File: config.mk
export PLATFORM = sky130hd
export DESIGN_NAME = rainfall_multi_window_totalizer_unit
export DESIGN_NICKNAME = d
export VERILOG_FILES = /design/src/hw/rtl/rmwt_pkg.sv /design/src/hw/rtl/rainfall_multi_window_totalizer_unit.sv /design/src/hw/rtl/rmwt_alu.sv /design/src/hw/rtl/rmwt_bin_ram.sv /design/src/hw/rtl/rmwt_ctrl.sv
export SDC_FILE = /design/constraint.sdc
export NUM_CORES = 2
export LEC_CHECK = 0
export ABC_AREA = 1
export BUFFER_PORTS_ARGS = -buffer_cell sky130_fd_sc_hd__buf_2
export CAP_MARGIN = 20
export CELL_PAD_IN_SITES_DETAIL_PLACEMENT = 1
export CELL_PAD_IN_SITES_GLOBAL_PLACEMENT = 2
export CORE_UTILIZATION = 48
export CTS_BUF_LIST = sky130_fd_sc_hd__clkbuf_8
export DETAILED_ROUTE_END_ITERATION = 6
export GPL_TIMING_DRIVEN = 1
export PLACE_DENSITY = 0.95
export SKIP_CTS_REPAIR_TIMING = 1
export SLEW_MARGIN = 10
export SYNTH_ARGS = -nofsm -noshare
export SYNTH_HDL_FRONTEND = slang
export SYNTH_HIERARCHICAL = 1
export SYNTH_SLANG_ARGS = --single-unit
export TNS_END_PERCENT = 50
File: constraint.sdc
create_clock -name clock -period 42.6 [get_ports clock]
set_clock_uncertainty 0.15 [all_clocks]
set_input_delay 6.39 -clock clock [delete_from_list [all_inputs] [get_ports clock]]
set_output_delay 6.39 -clock clock [all_outputs]
set_load 0.02 [all_outputs]
File: src/hw/rtl/rmwt_pkg.sv
// Shared constants, codes and types of the rainfall multi-window totalizer.
package rmwt_pkg;

   // Default history depth in five-minute bins (one day).
   localparam int unsigned NUM_BINS_DEFAULT = 288;

   localparam int unsigned BIN_W      = 8;
   localparam int unsigned RES_W      = 8;
   localparam int unsigned TOTAL_W    = 16;
   localparam int unsigned FUNC_W     = 2;

   // Eight window totals, the event total and two running totals.
   localparam int unsigned NUM_WIN    = 8;
   localparam int unsigned NUM_TOTALS = NUM_WIN + 3;
   localparam int unsigned TOT_IDX_W  = $clog2(NUM_TOTALS);

   // Exact sums kept for every window but the five-minute one.
   localparam int unsigned NUM_SUMS   = NUM_WIN - 1;
   localparam int unsigned SUM_IDX_W  = $clog2(NUM_SUMS);
   localparam int unsigned NUM_SHORT  = 6;

   // Places in the total file.
   localparam int unsigned TOT_5MIN   = 0;
   localparam int unsigned TOT_EVENT  = NUM_WIN;

   // The thirty-minute sum decides whether a rain event has ended.
   localparam int unsigned SUM_30MIN  = 1;

   localparam int unsigned REQ_DATA_W = 8;
   localparam int unsigned REQ_USER_W = FUNC_W;
   localparam int unsigned RSP_DATA_W = NUM_TOTALS * TOTAL_W;

   typedef enum logic [FUNC_W-1:0] {
      FUNC_TIP   = 2'd0,
      FUNC_TICK  = 2'd1,
      FUNC_CLEAR = 2'd2,
      FUNC_FILL  = 2'd3
   } func_type;

   typedef enum logic {
      ALU_ADD = 1'b0,
      ALU_SUB = 1'b1
   } alu_op_type;

   // Operation handed to the shared adder.
   typedef struct packed {
      alu_op_type         op;
      logic [TOTAL_W-1:0] a;
      logic [TOTAL_W-1:0] b;
   } alu_req_type;

   // Lengths in bins of the fixed windows: 10 min, 30 min, 1 h, 3 h, 6 h, 12 h.
   function automatic int unsigned short_win_len(input logic [SUM_IDX_W-1:0] idx);
      int unsigned len;
      case (idx)
         3'd0:    len = 2;
         3'd1:    len = 6;
         3'd2:    len = 12;
         3'd3:    len = 36;
         3'd4:    len = 72;
         3'd5:    len = 144;
         default: len = 144;
      endcase
      return len;
   endfunction

endpackage

File: src/hw/rtl/rainfall_multi_window_totalizer_unit.sv
// Rainfall multi-window totalizer: top level with the request and response channels.
//
// Each request (tip, five-minute tick, clear or fill) returns one response holding all eleven
// 16-bit totals as they stand after the request. All arithmetic runs through one shared 16-bit
// adder stepped by a sequencer, and the block takes a single request at a time. A tip makes
// one saturating bin update and then eighteen total and sum updates through the adder. A tick
// reads the seven bins that leave their windows one after another from the bin memory and
// subtracts each from its running sum. Clear and fill write every bin, one per cycle. After
// reset the block runs a clearing pass over the bin memory before it accepts its first
// request; configuration writes are taken at any time.
// A finished response waits in an output register, so the next request is taken while it waits.
module rainfall_multi_window_totalizer_unit #(
   parameter int unsigned NUM_BINS = rmwt_pkg::NUM_BINS_DEFAULT
) (
   input  logic                                clock,
   input  logic                                reset,
   // Request channel
   input  logic                                req_tvalid,
   output logic                                req_tready,
   input  logic [rmwt_pkg::REQ_DATA_W-1:0]     req_tdata,   // [7:0] fill_value
   input  logic [rmwt_pkg::REQ_USER_W-1:0]     req_tuser,   // [1:0] func
   // Response channel
   output logic                                rsp_tvalid,
   input  logic                                rsp_tready,
   // [15:0] total_5min, [31:16] total_10min, [47:32] total_30min, [63:48] total_1h,
   // [79:64] total_3h, [95:80] total_6h, [111:96] total_12h, [127:112] total_24h,
   // [143:128] event_total, [159:144] running_total_a, [175:160] running_total_b
   output logic [rmwt_pkg::RSP_DATA_W-1:0]     rsp_tdata,
   // Configuration write channel
   input  logic                                csr_valid,
   output logic                                csr_ready,
   input  logic [rmwt_pkg::RES_W-1:0]          csr_wdata    // resolution
);
   import rmwt_pkg::*;

   localparam int unsigned ADDR_W = $clog2(NUM_BINS);

   logic [RES_W-1:0]      resolution_ff;
   logic                  rsp_valid_ff;
   logic [RSP_DATA_W-1:0] rsp_data_ff;

   logic                  out_free;
   logic                  out_load;
   logic [RSP_DATA_W-1:0] out_data;
   alu_req_type           alu_req;
   logic [TOTAL_W-1:0]    alu_result;
   logic                  ram_we;
   logic [ADDR_W-1:0]     ram_waddr;
   logic [BIN_W-1:0]      ram_wdata;
   logic [ADDR_W-1:0]     ram_raddr;
   logic [BIN_W-1:0]      ram_rdata;

   // Resolution register; always ready for a write.
   assign csr_ready = 1'b1;

   always_ff @(posedge clock) begin
      if (reset) begin
         resolution_ff <= RES_W'(1);
      end else if (csr_valid) begin
         resolution_ff <= csr_wdata;
      end
   end

   // Output register between the sequencer and the response channel.
   assign out_free = !rsp_valid_ff || rsp_tready;

   always_ff @(posedge clock) begin
      if (reset) begin
         rsp_valid_ff <= 1'b0;
      end else if (out_load) begin
         rsp_valid_ff <= 1'b1;
      end else if (rsp_tready) begin
         rsp_valid_ff <= 1'b0;
      end
   end

   always_ff @(posedge clock) begin
      if (out_load) begin
         rsp_data_ff <= out_data;
      end
   end

   assign rsp_tvalid = rsp_valid_ff;
   assign rsp_tdata  = rsp_data_ff;

   rmwt_ctrl #(
      .NUM_BINS (NUM_BINS)
   ) u_ctrl (
      .clock      (clock),
      .reset      (reset),
      .req_valid  (req_tvalid),
      .req_ready  (req_tready),
      .req_func   (func_type'(req_tuser)),
      .req_fill   (req_tdata[BIN_W-1:0]),
      .resolution (resolution_ff),
      .out_free   (out_free),
      .out_load   (out_load),
      .out_data   (out_data),
      .alu_req    (alu_req),
      .alu_result (alu_result),
      .ram_we     (ram_we),
      .ram_waddr  (ram_waddr),
      .ram_wdata  (ram_wdata),
      .ram_raddr  (ram_raddr),
      .ram_rdata  (ram_rdata)
   );

   rmwt_alu u_alu (
      .alu_req    (alu_req),
      .alu_result (alu_result)
   );

   rmwt_bin_ram #(
      .NUM_BINS (NUM_BINS)
   ) u_bin_ram (
      .clock     (clock),
      .ram_we    (ram_we),
      .ram_waddr (ram_waddr),
      .ram_wdata (ram_wdata),
      .ram_raddr (ram_raddr),
      .ram_rdata (ram_rdata)
   );

endmodule

File: src/hw/rtl/rmwt_alu.sv
// Shared 16-bit add/subtract unit used for every total and sum update.
module rmwt_alu (
   input  rmwt_pkg::alu_req_type         alu_req,
   output logic [rmwt_pkg::TOTAL_W-1:0]  alu_result
);
   import rmwt_pkg::*;

   // Results wrap modulo 2^16.
   always_comb begin
      case (alu_req.op)
         ALU_ADD: alu_result = alu_req.a + alu_req.b;
         ALU_SUB: alu_result = alu_req.a - alu_req.b;
         default: alu_result = alu_req.a;
      endcase
   end

endmodule

File: src/hw/rtl/rmwt_bin_ram.sv
// Ring memory of five-minute rainfall bins, one write port and one registered read port.
module rmwt_bin_ram #(
   parameter  int unsigned NUM_BINS = rmwt_pkg::NUM_BINS_DEFAULT,
   localparam int unsigned ADDR_W   = $clog2(NUM_BINS)
) (
   input  logic                        clock,
   input  logic                        ram_we,
   input  logic [ADDR_W-1:0]           ram_waddr,
   input  logic [rmwt_pkg::BIN_W-1:0]  ram_wdata,
   input  logic [ADDR_W-1:0]           ram_raddr,
   output logic [rmwt_pkg::BIN_W-1:0]  ram_rdata
);
   import rmwt_pkg::*;

   logic [BIN_W-1:0] mem_ff [NUM_BINS];
   logic [BIN_W-1:0] rdata_ff;

   // Write port.
   always_ff @(posedge clock) begin
      if (ram_we) begin
         mem_ff[ram_waddr] <= ram_wdata;
      end
   end

   // Registered read port; a read in the cycle of a write to the same entry sees the old value.
   always_ff @(posedge clock) begin
      rdata_ff <= mem_ff[ram_raddr];
   end

   assign ram_rdata = rdata_ff;

endmodule

File: src/hw/rtl/rmwt_ctrl.sv
// Sequencer that drives the shared adder and the bin memory for tips, ticks, clear and fill.
module rmwt_ctrl #(
   parameter  int unsigned NUM_BINS = rmwt_pkg::NUM_BINS_DEFAULT,
   localparam int unsigned ADDR_W   = $clog2(NUM_BINS)
) (
   input  logic                             clock,
   input  logic                             reset,
   // Request side
   input  logic                             req_valid,
   output logic                             req_ready,
   input  rmwt_pkg::func_type               req_func,
   input  logic [rmwt_pkg::BIN_W-1:0]       req_fill,
   input  logic [rmwt_pkg::RES_W-1:0]       resolution,
   // Result hand-off to the output register
   input  logic                             out_free,
   output logic                             out_load,
   output logic [rmwt_pkg::RSP_DATA_W-1:0]  out_data,
   // Shared adder
   output rmwt_pkg::alu_req_type            alu_req,
   input  logic [rmwt_pkg::TOTAL_W-1:0]     alu_result,
   // Bin memory
   output logic                             ram_we,
   output logic [ADDR_W-1:0]                ram_waddr,
   output logic [rmwt_pkg::BIN_W-1:0]       ram_wdata,
   output logic [ADDR_W-1:0]                ram_raddr,
   input  logic [rmwt_pkg::BIN_W-1:0]       ram_rdata
);
   import rmwt_pkg::*;

   localparam int unsigned CNT_W = ADDR_W;
   localparam int unsigned LEN_W = $clog2(NUM_BINS + 1);

   typedef enum logic [2:0] {
      ST_SWEEP,
      ST_IDLE,
      ST_TIP_SAT,
      ST_TIP_ADD,
      ST_TICK_DROP,
      ST_TICK_FIN,
      ST_DONE
   } state_type;

   state_type          state_ff;
   logic               init_ff;
   logic [BIN_W-1:0]   val_ff;
   logic [CNT_W-1:0]   cnt_ff;
   logic [ADDR_W-1:0]  head_ff;
   logic [TOTAL_W-1:0] run_ff;
   logic [BIN_W-1:0]   delta_ff;
   logic [TOTAL_W-1:0] tot_ff [NUM_TOTALS];
   logic [TOTAL_W-1:0] sum_ff [NUM_SUMS];

   logic [TOT_IDX_W-1:0] tot_idx;
   logic [SUM_IDX_W-1:0] sum_idx;
   logic [CNT_W-1:0]     sum_cnt_in;
   logic                 tip_on_tot;
   logic [LEN_W-1:0]     sel_len;
   logic [LEN_W-1:0]     head_ext;
   logic [LEN_W-1:0]     drop_addr;
   logic [ADDR_W-1:0]    head_in;
   logic                 sat_carry;
   logic [BIN_W-1:0]     sat_bin;
   logic [BIN_W-1:0]     delta_in;

   // Window length in bins for each exact sum; the longest spans the whole history.
   function automatic logic [LEN_W-1:0] win_len(input logic [SUM_IDX_W-1:0] j);
      logic [LEN_W-1:0] len;
      if (j < SUM_IDX_W'(NUM_SHORT)) begin
         len = LEN_W'(short_win_len(j));
      end else begin
         len = LEN_W'(NUM_BINS);
      end
      return len;
   endfunction

   // Index decode for the total file and the exact sums.
   always_comb begin
      tot_idx    = cnt_ff[TOT_IDX_W-1:0];
      tip_on_tot = (cnt_ff < CNT_W'(NUM_TOTALS));
      if (state_ff == ST_TICK_DROP) begin
         sum_cnt_in = cnt_ff - CNT_W'(1);
      end else begin
         sum_cnt_in = cnt_ff - CNT_W'(NUM_TOTALS);
      end
      sum_idx = sum_cnt_in[SUM_IDX_W-1:0];
   end

   // Address of the bin that leaves window cnt on a tick (head already advanced).
   always_comb begin
      sel_len  = win_len(cnt_ff[SUM_IDX_W-1:0]);
      head_ext = LEN_W'(head_ff);
      if (head_ext >= sel_len) begin
         drop_addr = head_ext - sel_len;
      end else begin
         drop_addr = head_ext + (LEN_W'(NUM_BINS) - sel_len);
      end
   end

   // Next head position on a tick.
   assign head_in = (head_ff == ADDR_W'(NUM_BINS - 1)) ? '0 : head_ff + ADDR_W'(1);

   // Saturating bin update on a tip and the amount the bin really grew by.
   assign sat_carry = alu_result[BIN_W];
   assign sat_bin   = sat_carry ? '1 : alu_result[BIN_W-1:0];
   assign delta_in  = sat_carry ? ~ram_rdata : resolution;

   // Operand selection for the shared adder.
   always_comb begin
      alu_req.op = ALU_ADD;
      alu_req.a  = '0;
      alu_req.b  = '0;
      case (state_ff)
         ST_SWEEP: begin
            alu_req.a = (cnt_ff == '0) ? '0 : run_ff;
            alu_req.b = TOTAL_W'(val_ff);
         end
         ST_TIP_SAT: begin
            alu_req.a = TOTAL_W'(ram_rdata);
            alu_req.b = TOTAL_W'(resolution);
         end
         ST_TIP_ADD: begin
            if (tip_on_tot) begin
               alu_req.a = tot_ff[tot_idx];
               alu_req.b = TOTAL_W'(resolution);
            end else begin
               alu_req.a = sum_ff[sum_idx];
               alu_req.b = TOTAL_W'(delta_ff);
            end
         end
         ST_TICK_DROP: begin
            alu_req.op = ALU_SUB;
            if (cnt_ff != '0) begin
               alu_req.a = sum_ff[sum_idx];
               alu_req.b = TOTAL_W'(ram_rdata);
            end
         end
         default: begin
         end
      endcase
   end

   // Bin memory control.
   always_comb begin
      ram_we    = 1'b0;
      ram_waddr = head_ff;
      ram_wdata = '0;
      ram_raddr = head_ff;
      case (state_ff)
         ST_SWEEP: begin
            ram_we    = 1'b1;
            ram_waddr = cnt_ff[ADDR_W-1:0];
            ram_wdata = val_ff;
         end
         ST_TIP_SAT: begin
            ram_we    = 1'b1;
            ram_wdata = sat_bin;
         end
         ST_TICK_DROP: begin
            ram_raddr = drop_addr[ADDR_W-1:0];
         end
         ST_TICK_FIN: begin
            ram_we    = 1'b1;
            ram_wdata = '0;
         end
         default: begin
         end
      endcase
   end

   assign req_ready = (state_ff == ST_IDLE);
   assign out_load  = (state_ff == ST_DONE) && out_free;

   // Result word, first total in the lowest bits.
   always_comb begin
      for (int i = 0; i < NUM_TOTALS; i++) begin
         out_data[i*TOTAL_W +: TOTAL_W] = tot_ff[i];
      end
   end

   // Sequencer state and the totals it keeps.
   always_ff @(posedge clock) begin
      if (reset) begin
         state_ff <= ST_SWEEP;
         init_ff  <= 1'b1;
         val_ff   <= '0;
         cnt_ff   <= '0;
         head_ff  <= '0;
         for (int i = 0; i < NUM_TOTALS; i++) begin
            tot_ff[i] <= '0;
         end
         for (int j = 0; j < NUM_SUMS; j++) begin
            sum_ff[j] <= '0;
         end
      end else begin
         case (state_ff)
            // Write every bin with one value and build the window sums from it.
            ST_SWEEP: begin
               run_ff <= alu_result;
               for (int j = 0; j < NUM_SUMS; j++) begin
                  if (LEN_W'(cnt_ff) + LEN_W'(1) == win_len(SUM_IDX_W'(j))) begin
                     sum_ff[j] <= alu_result;
                  end
               end
               if (cnt_ff == CNT_W'(NUM_BINS - 1)) begin
                  cnt_ff  <= '0;
                  init_ff <= 1'b0;
                  state_ff <= init_ff ? ST_IDLE : ST_DONE;
               end else begin
                  cnt_ff <= cnt_ff + CNT_W'(1);
               end
            end

            // Dispatch a new request.
            ST_IDLE: begin
               cnt_ff <= '0;
               if (req_valid) begin
                  case (req_func)
                     FUNC_TIP: begin
                        state_ff <= ST_TIP_SAT;
                     end
                     FUNC_TICK: begin
                        head_ff  <= head_in;
                        state_ff <= ST_TICK_DROP;
                     end
                     FUNC_CLEAR: begin
                        val_ff <= '0;
                        for (int i = 0; i < NUM_TOTALS; i++) begin
                           tot_ff[i] <= '0;
                        end
                        state_ff <= ST_SWEEP;
                     end
                     FUNC_FILL: begin
                        val_ff   <= req_fill;
                        state_ff <= ST_SWEEP;
                     end
                     default: begin
                        state_ff <= ST_IDLE;
                     end
                  endcase
               end
            end

            // Newest bin has been read; store the saturated value.
            ST_TIP_SAT: begin
               delta_ff <= delta_in;
               state_ff <= ST_TIP_ADD;
            end

            // Add the resolution to every total, then the bin growth to every exact sum.
            ST_TIP_ADD: begin
               if (tip_on_tot) begin
                  tot_ff[tot_idx] <= alu_result;
               end else begin
                  sum_ff[sum_idx] <= alu_result;
               end
               if (cnt_ff == CNT_W'(NUM_TOTALS + NUM_SUMS - 1)) begin
                  state_ff <= ST_DONE;
               end else begin
                  cnt_ff <= cnt_ff + CNT_W'(1);
               end
            end

            // Read one leaving bin per cycle and take it off its sum in the next cycle.
            ST_TICK_DROP: begin
               if (cnt_ff != '0) begin
                  sum_ff[sum_idx] <= alu_result;
               end
               if (cnt_ff == CNT_W'(NUM_SUMS)) begin
                  state_ff <= ST_TICK_FIN;
               end else begin
                  cnt_ff <= cnt_ff + CNT_W'(1);
               end
            end

            // Publish the sums; a dry half hour ends the rain event.
            ST_TICK_FIN: begin
               tot_ff[TOT_5MIN] <= '0;
               for (int j = 0; j < NUM_SUMS; j++) begin
                  tot_ff[j + 1] <= sum_ff[j];
               end
               if (sum_ff[SUM_30MIN] == '0) begin
                  tot_ff[TOT_EVENT] <= '0;
               end
               state_ff <= ST_DONE;
            end

            // Wait for the output register to take the result.
            ST_DONE: begin
               if (out_free) begin
                  state_ff <= ST_IDLE;
               end
            end

            default: begin
               state_ff <= ST_IDLE;
            end
         endcase
      end
   end

endmodule

==> impl_metrics.csv <==
group,metric,value,unit
worst_hold_path,hold_class,"flop to flop",
floorplan,core,256000,um2
floorplan,design.die.area,260000,um2
detailed_routing,wl_per_cell,26.5,um
timing,fin_tns_setup,0,ns
global_route,grt_util_met3,4.74,%
global_route,globalRouteOverflowTotal,0,
job,drv_cap,0,
setup_path,start_kind,"flop",
setup_path,crit_chain,"nor2_4 > buf_2",
setup_path,cp.arrival,2.36,ns
synthesis,synth_compound_area_share,3.40,%
pwr,leakage,49.0,nW
detailed_routing,vias,88161,
cells_and_area,final_common_cell,"nand2_1",
floorplan,fp.dieW,510,um
timing,hold_viol,0,
global_route,use_met2,49.5,%
detailed_routing,drt_iter0_drc,9691,
detailed_routing,dr.pass1.iters,6,
pwr,finalPower,11.0,mW
cells_and_area,multi_input_area,31900,um2
synthesis,synthMuxAreaShare,0,%
global_route,grt_max_degree,224,
outcome,status,"finished clean",
synthesis,yosys.area_share.simple,21.3,%
global_route,grt_pass1_wl,576000,um
clock_tree,insertion_delay,1.16,ns
clock_tree,numClockSinks,2939,
synthesis,avgSynthCellArea,11.5,um2
setup_path,end_kind,"primary output",
detailed_routing,postRouteAntennaNets,0,
cells_and_area,layout-drive-gt1-share,9.63,%
synthesis,synth_area,124000,um2
global_route,antenna_found_initial,7,
worst_hold_path,hold_end,"rsp_tdata[141]$_DFFE_PP_",
detailed_routing,drc,0,
place,hpwl,236000,um
global_route,grtUsageMet1,38.1,%
cells_and_area,nets,11044,
cells_and_area,stdcell_count,14720,
cells_and_area,fillers,26847,
clock_tree,path_clk_slew,0.06,ns
clock_tree,cts_tree,"built",
clock_tree,cts_buffers,477,
synthesis,syn-instance-count,10802,
setup_path,cp_slowest_cell,"dfxtp_1",
setup_path,required,36.06,ns
global_route,top_usage_layer,"met2",
synthesis,synth_top_family_by_area,"simple AND/OR/NAND/NOR gates",
synthesis,synth_xor_xnor_area_share,0.198,%
setup_path,rr_worst_depth,27,
synthesis,synth_adder_area_share,0.534,%
setup_path,regToRegSetupSlack,33.89,ns
timing,min_period,8.90,ns
timing,drv_slew,0,
clock_tree,cts-root-buf,"clkbuf_8",
synthesis,async_flop_share,0,%
timing,fmax,112,MHz
place,place.gp.congestion,0.941,
pwr,power-per-cell-area,80.8,nW/um2
floorplan,rows,186,
worst_hold_path,hold_path_depth,0,
synthesis,yosysSeqAreaShare,70.9,%
synthesis,synthFlopType,"edfxtp_1",
cells_and_area,areaGrowthSynthToFinish,9.70,%
floorplan,die_y,510,um
setup_path,worstSetupPathType,"flop to primary output",
floorplan,initial_core_util,48.2,%
detailed_routing,via_per_inst,5.99,
timing,final.period_utilization,20.9,%
place,io_buffers,200,
setup_path,slowest_delay,0.84,ns
synthesis,ys_types,61,
global_route,grt_pass1_vias,90506,
timing,slew_headroom,10.1,%
timing,rsz0062_at_grt,"no",
cells_and_area,seqCellArea,87800,um2
clock_tree,clockBufferDepth,4,
place,dp.cells,13874,
floorplan,io_pins,202,
setup_path,r2r-end,"u_bin_ram/mem_ff[60][0]$_DFFE_PP_",
clock_tree,htreeDepth,5,
timing,tightestPinTransition,1.35,ns
global_route,grt.total_usage,29.6,%
pwr,vdd_drop_max,0.266,mV
synthesis,synth_edf_count,2888,
timing,setup_viol,0,
setup_path,path_max_fanout,10,
synthesis,ys_seq_elements,2939,
synthesis,synth_warnings,6,
setup_path,reg2reg_from,"u_ctrl/cnt_ff[0]$_SDFFE_PP0P_",
detailed_routing,routed_wl,390000,um
worst_hold_path,worstHoldStart,"u_ctrl/tot_ff[8][13]$_SDFFCE_PN0P_",
cells_and_area,mostFrequentLayoutCells,"nand2_1, edfxtp_1, nand3_1, nor2_1, clkbuf_8",
report_power, final:
part           internal, mW  switching (mW)  leakage (nW)
clock                  1.14            1.13          4.94
combinational         0.819            3.65          16.7
sequential             4.15          0.0781          27.4
routing by layer:
metal | vias up | routed length [um]
met4 | 10 | 17700
li1 | 38452 | -
met2 | 4243 | 190000
met5 | - | 57
met1 | 44532 | 151000
met3 | 924 | 31400
worst max-delay path: cells and delay by family (launching register included):
family        cells  cell delay [ns]
flops             1             0.84
buf+inv           1             0.23
simple gates      1             0.22
flip-flops by register name (all words and copies together) (netlist names), 9 cells and up, named ones only:
name	count
rsp_tdata	176
u_bin_ram/mem_ff	2304
u_ctrl/cnt_ff	9
u_ctrl/head_ext	9
u_ctrl/run_ff	16
u_ctrl/sum_ff	128
u_ctrl/tot_ff	256
cell type report:
type / instances / share of cell area, %
Inverter: 268 / 0.779
Antenna cell: 7 / 0.0129
Sequential cell: 2939 / 64.7
Timing Repair Buffer: 327 / 1.62
Clock buffer: 488 / 4.95
Tap cell: 3384 / 3.12
Clock inverter: 347 / 1.35
Multi-Input combinational cell: 6960 / 23.5
how the worst max path moves through the flow:
stage                                          from                                end  slack (ns)  depth (start not counted)
CTS                 u_ctrl/state_ff[2]$_SDFFE_PP0P_                         req_tready       33.65                          2
floorplan                                rsp_tready             rsp_tdata[0]$_DFFE_PP_       23.13                          4
global route        u_ctrl/state_ff[2]$_SDFFE_PP0P_  u_bin_ram/mem_ff[60][0]$_DFFE_PP_       33.49                         22
finish              u_ctrl/state_ff[2]$_SDFFE_PP0P_                         req_tready       33.70                          2
global placement                              reset     u_ctrl/tot_ff[2][10]$_DFFE_PP_       33.48                          5
detailed placement                            reset     u_ctrl/tot_ff[2][15]$_DFFE_PP_       33.26                          5
cells in the mapped netlist (3+ instances only):
library cell | n | area [um2]
buf_6 | 24 | 270
inv_1 | 228 | 856
buf_2 | 314 | 1570
a31oi_1 | 5 | 31.3
nor3_1 | 17 | 85.1
nand3_2 | 4 | 40.0
clkinv_1 | 17 | 63.8
nand2_4 | 10 | 113
xnor2_1 | 8 | 70.1
nor2_1 | 665 | 2500
nand2_2 | 12 | 75.1
o21ai_0 | 282 | 1410
o21ai_1 | 54 | 270
nor2_2 | 6 | 37.5
a21oi_1 | 152 | 761
nand2_1 | 3031 | 11400
a21oi_2 | 39 | 342
and3_1 | 3 | 18.8
edfxtp_1 | 2888 | 86700
o2111ai_1 | 5 | 43.8
nor4_1 | 4 | 25.0
buf_1 | 70 | 263
ha_1 | 40 | 500
nor2_4 | 9 | 101
buf_4 | 72 | 541
dfxtp_1 | 51 | 1020
o31ai_1 | 12 | 90.1
nand3_1 | 2272 | 11400
o21ai_2 | 3 | 26.3
o22ai_2 | 18 | 225
o22ai_1 | 107 | 669
o21bai_1 | 4 | 30.0
o221ai_1 | 14 | 123
a22oi_1 | 8 | 60.1
nand3b_1 | 5 | 37.5
or2_2 | 6 | 37.5
inv_2 | 20 | 75.1
nand3_4 | 10 | 175
xor2_1 | 20 | 175
fa_1 | 8 | 160
clkbuf_1 | 224 | 841
nand4_1 | 29 | 181
o211ai_1 | 7 | 52.6
through the flow:
stage	hold WS [ns]	instance area [um2]	setup slack, ns	util, %
2_1_floorplan	0.267	124000	23.13	-
4_1_cts	0.300	136000	33.65	52.9
3_5_place_dp	0.288	127000	33.26	49.6
5_1_grt	0.299	136000	33.49	52.9
6_report	0.295	136000	33.70	52.9
3_3_place_gp	0.286	127000	33.48	49.5
cell families (layout without fill, tap and decap cells):
group / after synthesis / in the layout
and+or+nand+nor: 6094 / 6094
AOI/OAI and AO/OA: 717 / 717
xor gates and xnor gates: 28 / 28
buffers and inverters: 974 / 1430
DFF: 2939 / 2939
adders and majority gates: 48 / 48
other: 2 / 80
(Power assumes the default switching activity.)
